$ cat src/hdl/pva_pkg.sv
// ----------------------------------------------------------------------------
// Voice allocator package
// Field widths, mode codes and the transaction payload types shared by the
// channel interfaces and the allocator.
// ----------------------------------------------------------------------------
`default_nettype none

package pva_pkg;

  localparam int unsigned NoteW    = 7;
  localparam int unsigned LevelW   = 4;
  localparam int unsigned EnableW  = 8;
  localparam int unsigned ChanOutW = 3;
  localparam int unsigned MaskW    = 8;
  localparam int unsigned CountW   = 4;
  localparam int unsigned StampW   = 64;

  localparam logic MODE_NOTE_ON  = 1'b0;
  localparam logic MODE_NOTE_OFF = 1'b1;

  typedef struct packed {
    logic              mode;
    logic [NoteW-1:0]  note;
    logic [LevelW-1:0] velocity_level;
  } evt_t;

  typedef struct packed {
    logic                assigned;
    logic [ChanOutW-1:0] channel;
    logic [LevelW-1:0]   volume;
    logic [MaskW-1:0]    released_mask;
    logic [MaskW-1:0]    voice_mask;
    logic [CountW-1:0]   active_count;
  } res_t;

endpackage

`default_nettype wire

$ cat src/hdl/pva_evt_if.sv
// ----------------------------------------------------------------------------
// Note event channel
// Valid/ready channel carrying one note event per transaction.
// ----------------------------------------------------------------------------
`default_nettype none

interface pva_evt_if import pva_pkg::*; ();

  logic valid;
  logic ready;
  evt_t payload;

  modport source (output valid, output payload, input ready);
  modport sink   (input valid, input payload, output ready);

endinterface

`default_nettype wire

$ cat src/hdl/pva_res_if.sv
// ----------------------------------------------------------------------------
// Allocation result channel
// Valid/ready channel carrying one allocation result per transaction.
// ----------------------------------------------------------------------------
`default_nettype none

interface pva_res_if import pva_pkg::*; ();

  logic valid;
  logic ready;
  res_t payload;

  modport source (output valid, output payload, input ready);
  modport sink   (input valid, input payload, output ready);

endinterface

`default_nettype wire

$ cat src/hdl/poly_voice_allocator.sv
// ----------------------------------------------------------------------------
// Polyphonic voice allocator
// Assigns note-on events to voice channels (same note, then lowest free,
// then oldest) and frees channels on note-off.
// ----------------------------------------------------------------------------
// An event is accepted, then a single compare unit walks the channel table
// one channel at a time (note match, free search, 64-bit age minimum, active
// count), and the choice is committed into the result register. The event
// port is ready only when no event is in progress; the result register lets
// the next event be accepted while a result still waits, and a commit holds
// until that slot is free. Writing the enable register clears all allocations;
// the user must write it only while the block is idle, which the block itself
// does not enforce.
`default_nettype none

module poly_voice_allocator import pva_pkg::*; #(
  parameter int unsigned CHANNELS = 8
) (
  input  wire logic               clk_i,
  input  wire logic               rst_ni,
  input  wire logic               cfg_we_i,
  input  wire logic [EnableW-1:0] cfg_wdata_i,
  pva_evt_if.sink                 evt_i,
  pva_res_if.source               res_o
);

  localparam int unsigned IdxW = (CHANNELS > 1) ? $clog2(CHANNELS) : 1;
  localparam logic [IdxW-1:0] LastIdx = IdxW'(CHANNELS - 1);

  typedef enum logic [2:0] {
    S_IDLE   = 3'b001,
    S_SCAN   = 3'b010,
    S_COMMIT = 3'b100
  } state_e;

  state_e state_q, state_d;

  logic [EnableW-1:0]  enable_q;
  logic [CHANNELS-1:0] en_vec;
  logic [31:0]         en_wide;

  logic [CHANNELS-1:0] valid_q;
  logic [NoteW-1:0]    note_q  [CHANNELS];
  logic [StampW-1:0]   stamp_q [CHANNELS];
  logic [StampW-1:0]   counter_q;

  evt_t                evt_q;
  logic [IdxW-1:0]     idx_q;
  logic                same_fnd_q, free_fnd_q, best_fnd_q;
  logic [IdxW-1:0]     same_idx_q, free_idx_q, best_idx_q;
  logic [StampW-1:0]   best_stamp_q;
  logic [CountW-1:0]   cnt_q;
  logic [CHANNELS-1:0] rel_q;

  logic                res_vld_q;
  res_t                res_q;

  // Channels past the enable register have no enable bit.
  assign en_wide = 32'(enable_q);
  assign en_vec  = en_wide[CHANNELS-1:0];

  logic accept, scanning, commit_fire, is_on;
  assign accept      = evt_i.valid && evt_i.ready;
  assign scanning    = (state_q == S_SCAN);
  assign commit_fire = (state_q == S_COMMIT) && (!res_vld_q || res_o.ready);
  assign is_on       = (evt_q.mode == MODE_NOTE_ON);

  // Per-channel view at the scan index.
  logic cur_en, cur_v, cur_match, cur_older;
  assign cur_en    = en_vec[idx_q];
  assign cur_v     = valid_q[idx_q];
  assign cur_match = cur_v && (note_q[idx_q] == evt_q.note);
  assign cur_older = !best_fnd_q || (stamp_q[idx_q] < best_stamp_q);

  // Choice at commit.
  logic            pick_fnd, pick_new;
  logic [IdxW-1:0] pick_idx;
  always_comb begin
    pick_fnd = 1'b1;
    pick_new = 1'b0;
    pick_idx = best_idx_q;
    if (same_fnd_q) begin
      pick_idx = same_idx_q;
    end else if (free_fnd_q) begin
      pick_idx = free_idx_q;
      pick_new = 1'b1;
    end else if (!best_fnd_q) begin
      pick_fnd = 1'b0;
    end
  end

  logic                do_assign;
  logic [CHANNELS-1:0] valid_after;
  logic [StampW-1:0]   stamp_new;
  assign do_assign   = is_on && pick_fnd;
  assign stamp_new   = counter_q + StampW'(1);
  assign valid_after = valid_q | (do_assign ? (CHANNELS'(1) << pick_idx) : '0);

  logic [31:0] pick_wide, rel_wide, voice_wide;
  assign pick_wide  = 32'(pick_idx);
  assign rel_wide   = 32'(rel_q);
  assign voice_wide = 32'(valid_after);

  res_t res_d;
  always_comb begin
    res_d               = '0;
    res_d.assigned      = do_assign;
    res_d.channel       = do_assign ? pick_wide[ChanOutW-1:0] : '0;
    res_d.volume        = !do_assign ? '0 :
                          (evt_q.velocity_level == '0) ? LevelW'(1) : evt_q.velocity_level;
    res_d.released_mask = is_on ? '0 : rel_wide[MaskW-1:0];
    res_d.voice_mask    = voice_wide[MaskW-1:0];
    res_d.active_count  = cnt_q + CountW'(do_assign && pick_new);
  end

  always_comb begin
    state_d = state_q;
    case (state_q)
      S_IDLE:   if (accept) state_d = S_SCAN;
      S_SCAN:   if (idx_q == LastIdx) state_d = S_COMMIT;
      S_COMMIT: if (commit_fire) state_d = S_IDLE;
      default:  state_d = S_IDLE;
    endcase
  end

  assign evt_i.ready   = (state_q == S_IDLE);
  assign res_o.valid   = res_vld_q;
  assign res_o.payload = res_q;

  // Control, enable, valid bits, stamps and the scan accumulators.
  always_ff @(posedge clk_i or negedge rst_ni) begin
    if (!rst_ni) begin
      state_q      <= S_IDLE;
      enable_q     <= '1;
      valid_q      <= '0;
      counter_q    <= '0;
      stamp_q      <= '{default: '0};
      res_vld_q    <= 1'b0;
      idx_q        <= '0;
      same_fnd_q   <= 1'b0;
      free_fnd_q   <= 1'b0;
      best_fnd_q   <= 1'b0;
      same_idx_q   <= '0;
      free_idx_q   <= '0;
      best_idx_q   <= '0;
      best_stamp_q <= '0;
      cnt_q        <= '0;
      rel_q        <= '0;
    end else begin
      state_q <= state_d;
      if (commit_fire) res_vld_q <= 1'b1;
      else if (res_o.ready) res_vld_q <= 1'b0;

      if (accept) begin
        idx_q      <= '0;
        same_fnd_q <= 1'b0;
        free_fnd_q <= 1'b0;
        best_fnd_q <= 1'b0;
        cnt_q      <= '0;
        rel_q      <= '0;
      end

      if (scanning) begin
        idx_q <= idx_q + IdxW'(1);
        if (is_on) begin
          if (cur_en && cur_v) cnt_q <= cnt_q + CountW'(1);
          if (!same_fnd_q && cur_en && cur_match) same_fnd_q <= 1'b1;
          if (!same_fnd_q && cur_en && cur_match) same_idx_q <= idx_q;
          if (!free_fnd_q && cur_en && !cur_v) free_fnd_q <= 1'b1;
          if (!free_fnd_q && cur_en && !cur_v) free_idx_q <= idx_q;
          if (cur_en && cur_older) begin
            best_fnd_q   <= 1'b1;
            best_idx_q   <= idx_q;
            best_stamp_q <= stamp_q[idx_q];
          end
        end else begin
          // Release on the fly; count what stays held.
          if (cur_en && cur_v && !cur_match) cnt_q <= cnt_q + CountW'(1);
          if (cur_match) begin
            valid_q[idx_q] <= 1'b0;
            stamp_q[idx_q] <= '0;
            rel_q[idx_q]   <= 1'b1;
          end
        end
      end

      if (commit_fire && do_assign) begin
        counter_q         <= stamp_new;
        valid_q[pick_idx] <= 1'b1;
        stamp_q[pick_idx] <= stamp_new;
      end

      if (cfg_we_i) begin
        enable_q  <= cfg_wdata_i;
        valid_q   <= '0;
        counter_q <= '0;
        stamp_q   <= '{default: '0};
      end
    end
  end

  // Payload: held notes and the result register.
  always_ff @(posedge clk_i) begin
    if (accept) evt_q <= evt_i.payload;
    if (commit_fire) res_q <= res_d;
    if (commit_fire && do_assign) note_q[pick_idx] <= evt_q.note;
  end

`ifndef NO_ASSERTIONS
  logic [CHANNELS-1:0] active_vec;
  assign active_vec = valid_q & en_vec;

  a_scan_idx_range: assert property (@(posedge clk_i) disable iff (!rst_ni)
    scanning |-> idx_q <= LastIdx)
    else $error("scan index beyond channel table");

  a_assign_sets_valid: assert property (@(posedge clk_i) disable iff (!rst_ni)
    (commit_fire && do_assign && !cfg_we_i) |=> valid_q[$past(pick_idx)])
    else $error("assigned channel not marked as held");

  a_assign_on_enabled: assert property (@(posedge clk_i) disable iff (!rst_ni)
    (commit_fire && do_assign) |-> en_vec[pick_idx])
    else $error("note assigned to a disabled channel");

  a_count_matches: assert property (@(posedge clk_i) disable iff (!rst_ni)
    (commit_fire && !cfg_we_i) |=>
      (res_q.active_count == CountW'($countones(active_vec))))
    else $error("active count disagrees with held channels");

  a_volume_nonzero: assert property (@(posedge clk_i) disable iff (!rst_ni)
    (res_vld_q && res_q.assigned) |-> (res_q.volume != '0) && (res_q.released_mask == '0))
    else $error("assigned result with zero volume or releases");
`endif

endmodule

`default_nettype wire

$ cat src/flat_wrapper.sv
// flat-port wrapper written by rule: the top's interface ports become plain ports
module poly_voice_allocator_flat import pva_pkg::*;
#(
  parameter int unsigned CHANNELS = 8
)
  (clk_i, rst_ni, cfg_we_i, cfg_wdata_i, evt_i_valid, evt_i_payload, evt_i_ready, res_o_valid, res_o_payload, res_o_ready);
  pva_evt_if evt_i_i ();
  pva_res_if res_o_i ();
  input  wire logic clk_i;
  input  wire logic rst_ni;
  input  wire logic cfg_we_i;
  input  wire logic [EnableW-1:0] cfg_wdata_i;
  input wire logic [$bits(evt_i_i.valid)-1:0] evt_i_valid;
  input wire logic [$bits(evt_i_i.payload)-1:0] evt_i_payload;
  output wire logic [$bits(evt_i_i.ready)-1:0] evt_i_ready;
  output wire logic [$bits(res_o_i.valid)-1:0] res_o_valid;
  output wire logic [$bits(res_o_i.payload)-1:0] res_o_payload;
  input wire logic [$bits(res_o_i.ready)-1:0] res_o_ready;
  assign evt_i_i.valid = evt_i_valid;
  assign evt_i_i.payload = evt_i_payload;
  assign evt_i_ready = evt_i_i.ready;
  assign res_o_valid = res_o_i.valid;
  assign res_o_payload = res_o_i.payload;
  assign res_o_i.ready = res_o_ready;
  poly_voice_allocator #(.CHANNELS(CHANNELS)) u_core (.clk_i(clk_i), .rst_ni(rst_ni), .cfg_we_i(cfg_we_i), .cfg_wdata_i(cfg_wdata_i), .evt_i(evt_i_i), .res_o(res_o_i));
endmodule
$ cat config.mk
export PLATFORM = sky130hd
export DESIGN_NAME = poly_voice_allocator_flat
export DESIGN_NICKNAME = d
export VERILOG_FILES = /design/src/hdl/pva_pkg.sv /design/src/hdl/pva_evt_if.sv /design/src/hdl/pva_res_if.sv /design/src/hdl/poly_voice_allocator.sv /design/src/flat_wrapper.sv
export SDC_FILE = /design/constraint.sdc
export NUM_CORES = 2
export LEC_CHECK = 0
export BUFFER_PORTS_ARGS = -buffer_cell sky130_fd_sc_hd__clkbuf_2
export CAP_MARGIN = 30
export CELL_PAD_IN_SITES_DETAIL_PLACEMENT = 0
export CELL_PAD_IN_SITES_GLOBAL_PLACEMENT = 2
export CORE_MARGIN = 1.5
export CORE_UTILIZATION = 40
export CTS_CLUSTER_SIZE = 28
export DETAILED_ROUTE_END_ITERATION = 12
export PLACE_DENSITY = 0.87
export SLEW_MARGIN = 5
export SYNTH_ARGS = -nofsm -noshare
export SYNTH_HDL_FRONTEND = slang
export SYNTH_SLANG_ARGS = --single-unit
$ cat constraint.sdc
create_clock -name clk_i -period 4.93 [get_ports clk_i]
set_input_delay 0.986 -clock clk_i [delete_from_list [all_inputs] [get_ports clk_i]]
set_output_delay 0.986 -clock clk_i [all_outputs]
set_load 0.01 [all_outputs]
==> impl_metrics.yaml <==
run_status:
  outcome: "completed"
drt:
  via_count: 28400
  drtIter0Drc: 3909
  firstDrtPassIters: 6
  routedWlPerCell_um: 28.5
  wirelength_mm: 121
  viasPerCell: 6.69
  ant_nets: 0
  route.detailed.drc: 0
setup_path:
  max_stage_delay_ns: 0.69
  crit_required_ns: 5.46
  r2r_slack_ns: 0.20
  timing.rr.start: "u_core.idx_q[1]"
  worstSetupStartpointType: "register"
  crit_type: "reg2reg"
  reg2regPathDepth: 14
  slowest_stage: "dfrtp_4"
  critPathMostFrequentCell: "o21ai_0"
  r2r-end: "u_core.best_stamp_q[9]"
  cp_max_fo: 33
  cp_num_buf_inv: 2
  cp_cell_sequence: "buf_4 -> mux2_2 -> a221o_1 -> o21ai_0 -> o21ai_0 -> ha_1 -> o21ai_0 -> a211oi_1 -> nor2_1 -> o31ai_1 -> a211oi_1 -> a21oi_4 -> buf_4 -> mux2_2"
  worstSetupEndpointType: "register"
  critical-path-top-delay-family: "compound AO/OA/AOI/OAI gates"
  arrival_ns: 5.26
floorplan:
  rows: 110
  die_area_mm2: 0.0933
  fp.dieW_um: 305
  coreArea_mm2: 0.0903
  ios: 55
  die_h_um: 305
  initial_core_util_pct: 40.5
flow_run:
  max-cap-violations: 0
finish:
  n_antenna_cell: 0
  area_growth_pct: 13.9
  drive_above_1_share_pct: 19.1
  fillers: 8011
  fin_nets: 3094
place:
  port_buffers: 54
  dp_worst_setup_slack_ns: 0.233
  dp_hpwl_mm: 69.0
  routabilityCongestion: 0.836
cts:
  cts_tree: "yes"
  hold_buffers: 0
  path_clk_slew_ns: 0.06
  clockRootBuffer: "clkbuf_16"
  clk_latency_ns: 0.65
  clock_path_buffers: 3
  ctsHtreeMaxLevel: 3
  post-cts-setup-buffers: 0
  numCtsBuffers: 84
  cts_sinks: 783
synthesis:
  synth_warnings: 0
  ys.flop_type: "dfrtp_1"
  ys_ff_latch: 783
  synthDistinctLibCells: 68
  seq_area_frac_synth_pct: 54.9
  syn_avg_cell_area_um2: 12.1
  async_flop_share_pct: 87.7
  synth_edf_count: 96
  syn_inst: 3015
  syn-num-nets: 3109
  netlist_area_mm2: 0.0366
sta:
  skew_ns: 0.0295
  fin_crit_sh_pct: 95.9
  setup_ws_ns: 0.200
  slew_headroom_pct: 27.2
  setup_tns_ns: 0
  rsz0062_at_grt: "no"
  tightest_slew_ns: 1.09
  finalSetupViolCount: 0
  layout_min_cycle_time_ns: 4.73
  hold_viol: 0
  fmax_mhz: 211
  drv_slew: 0
power_and_ir_drop:
  p_per_area_mw_per_mm2: 384
  vdd_drop_max_v: 0.000231
  p_leak_uw: 0.0176
global_routing:
  grt-ovfl-total: 0
  first_global_vias: 29300
  antenna_found_initial: 0
  grt_usage_pct: 25.7
  grt_max_degree: 124
  grt_pass1_wl_mm: 185
worst_hold_path:
  hold_path.class: "in2async"
where the power goes:
group / switching [uW] / internal (uW) / leakage, uW
clock network: 2660 / 3890 / 0.00140
registers: 165 / 6760 / 0.0104
logic: 1660 / 851 / 0.00578
total: 4490 / 11500 / 0.0176
Yosys cell counts, drive strengths merged (4+ instances only):
master  instances  area, um^2
or2             4        25.0
a21oi          84         420
o21ai          61         305
a31o           15         131
nand4          29         188
a21o           10        75.1
a221o          14         140
and4           10        87.6
and3           11        68.8
buf            78         384
a32o          505        5050
mux2          182        2050
ha             69         863
nor3b           5        37.5
a221oi         53         470
o21bai          6        45.0
nor2b           7        43.8
a22oi          41         308
o221ai         29         254
xnor2          55         497
edfxtp         96        2880
clkbuf        204         767
or3            10        62.6
nor4           10        83.8
dfrtp         678       17000
nor3           35         191
nand2         140         526
nand3          47         235
xor2           61         549
a211oi         10        75.1
or4             4        30.0
mux4            8         180
o22ai          25         156
mux2i          80         801
and2           20         125
dfstp           9         236
nor2          204         766
inv            78         293
state kept, by name (all words and copies together), names as in the netlist, 3 cells and up:
name                  flops
u_core.counter_q         64
u_core.cnt_q              4
u_core.valid_q            8
u_core.res_o.payload     28
u_core.best_stamp_q      64
u_core.best_idx_q         3
u_core.evt_q             12
u_core.note_q            56
u_core.same_idx_q         3
u_core.state_q            3
u_core.rel_q              8
u_core.en_vec             8
u_core.idx_q              3
u_core.free_idx_q         3
u_core.stamp_q          512
cells by family after synthesis:
kind of cell | Yosys count | share of synthesized area [%]
AND/OR/NAND/NOR | 544 | 6.92
buffers and inverters | 360 | 3.94
adder cells (fa/ha/maj) | 69 | 2.36
XOR/XNOR | 116 | 2.86
flip-flops | 783 | 54.9
multiplexers | 270 | 8.28
AO/OA/AOI/OAI | 873 | 20.8
cells in the final DEF, fill, tap and decap left out, drive strengths merged, types with 9 or more instances in the layout:
master  netlist  final
a22oi        41     41
dfrtp       678    678
nor4         10     10
nand3        47     47
nor3         35     35
o22ai        25     25
clkbuf      204    170
a31o         15     15
inv          78     82
dfstp         9      9
a21oi        84     84
o221ai       29     29
xor2         61     61
or3          10     10
o21ai        61     61
mux2        182    182
xnor2        55     55
a221o        14     14
and4         10     10
nor2        204    204
a211oi       10     10
ha           69     69
clkinv        0     20
and3         11     11
mux2i        80     80
nand2       140    140
edfxtp       96     96
and2         20     20
a32o        505    505
a221oi       53     53
nand4        29     29
a21o         10     10
buf          78    129
worst max-delay path by stage:
stage,start,end,slack (ns),cells after the start
finish,u_core.idx_q[1],u_core.best_stamp_q[9],0.20,14
global route,u_core.idx_q[1],u_core.best_stamp_q[12],0.03,14
CTS,u_core.idx_q[1],u_core.best_stamp_q[9],0.20,10
detailed placement,u_core.idx_q[1],u_core.best_stamp_q[9],0.23,10
global placement,u_core.idx_q[1],u_core.best_stamp_q[5],0.30,10
floorplan,u_core.idx_q[2],u_core.best_stamp_q[33],0.04,18
cell type report:
type	instances	area [um^2]	share of cell area, %
clock buffers	118	2450	5.88
clock inverters	37	413	0.990
inverters	78	293	0.702
multi-input cells	1872	15300	36.8
flip-flops and latches	783	20100	48.2
well taps	1176	1470	3.53
repair buffers	181	1640	3.93
metrics by stage:
stage / total power (uW) / utilization (%) / cells / cell area, um^2 / hold WS [ns]
4_1_cts: 16000 / 46.1 / 4239 / 41600 / 0.394
5_1_grt: 16500 / 46.2 / 4245 / 41700 / 0.436
3_3_place_gp: 9440 / 42.8 / 4080 / 38600 / 0.458
3_5_place_dp: 9490 / 42.9 / 4084 / 38700 / 0.457
2_1_floorplan: 8430 / - / 3015 / 36600 / 0.439
6_report: 16000 / 46.2 / 4245 / 41700 / 0.385
repair_timing:
item | 4_1_cts | 5_1_grt
endpoints found under the hold margin | 0 | 0
gates resized for setup | 0 | 2
endpoints found under the setup margin | 0 | 29
per-layer routing:
layer / track usage, % / vias up / wire, um
met5: 0 / - / 0
met4: 10.7 / 0 / 4260
met3: 5.26 / 292 / 11400
met2: 41.1 / 1609 / 56300
met1: 34.1 / 14800 / 48900
li1: - / 11700 / -
(Power assumes the default switching activity.)
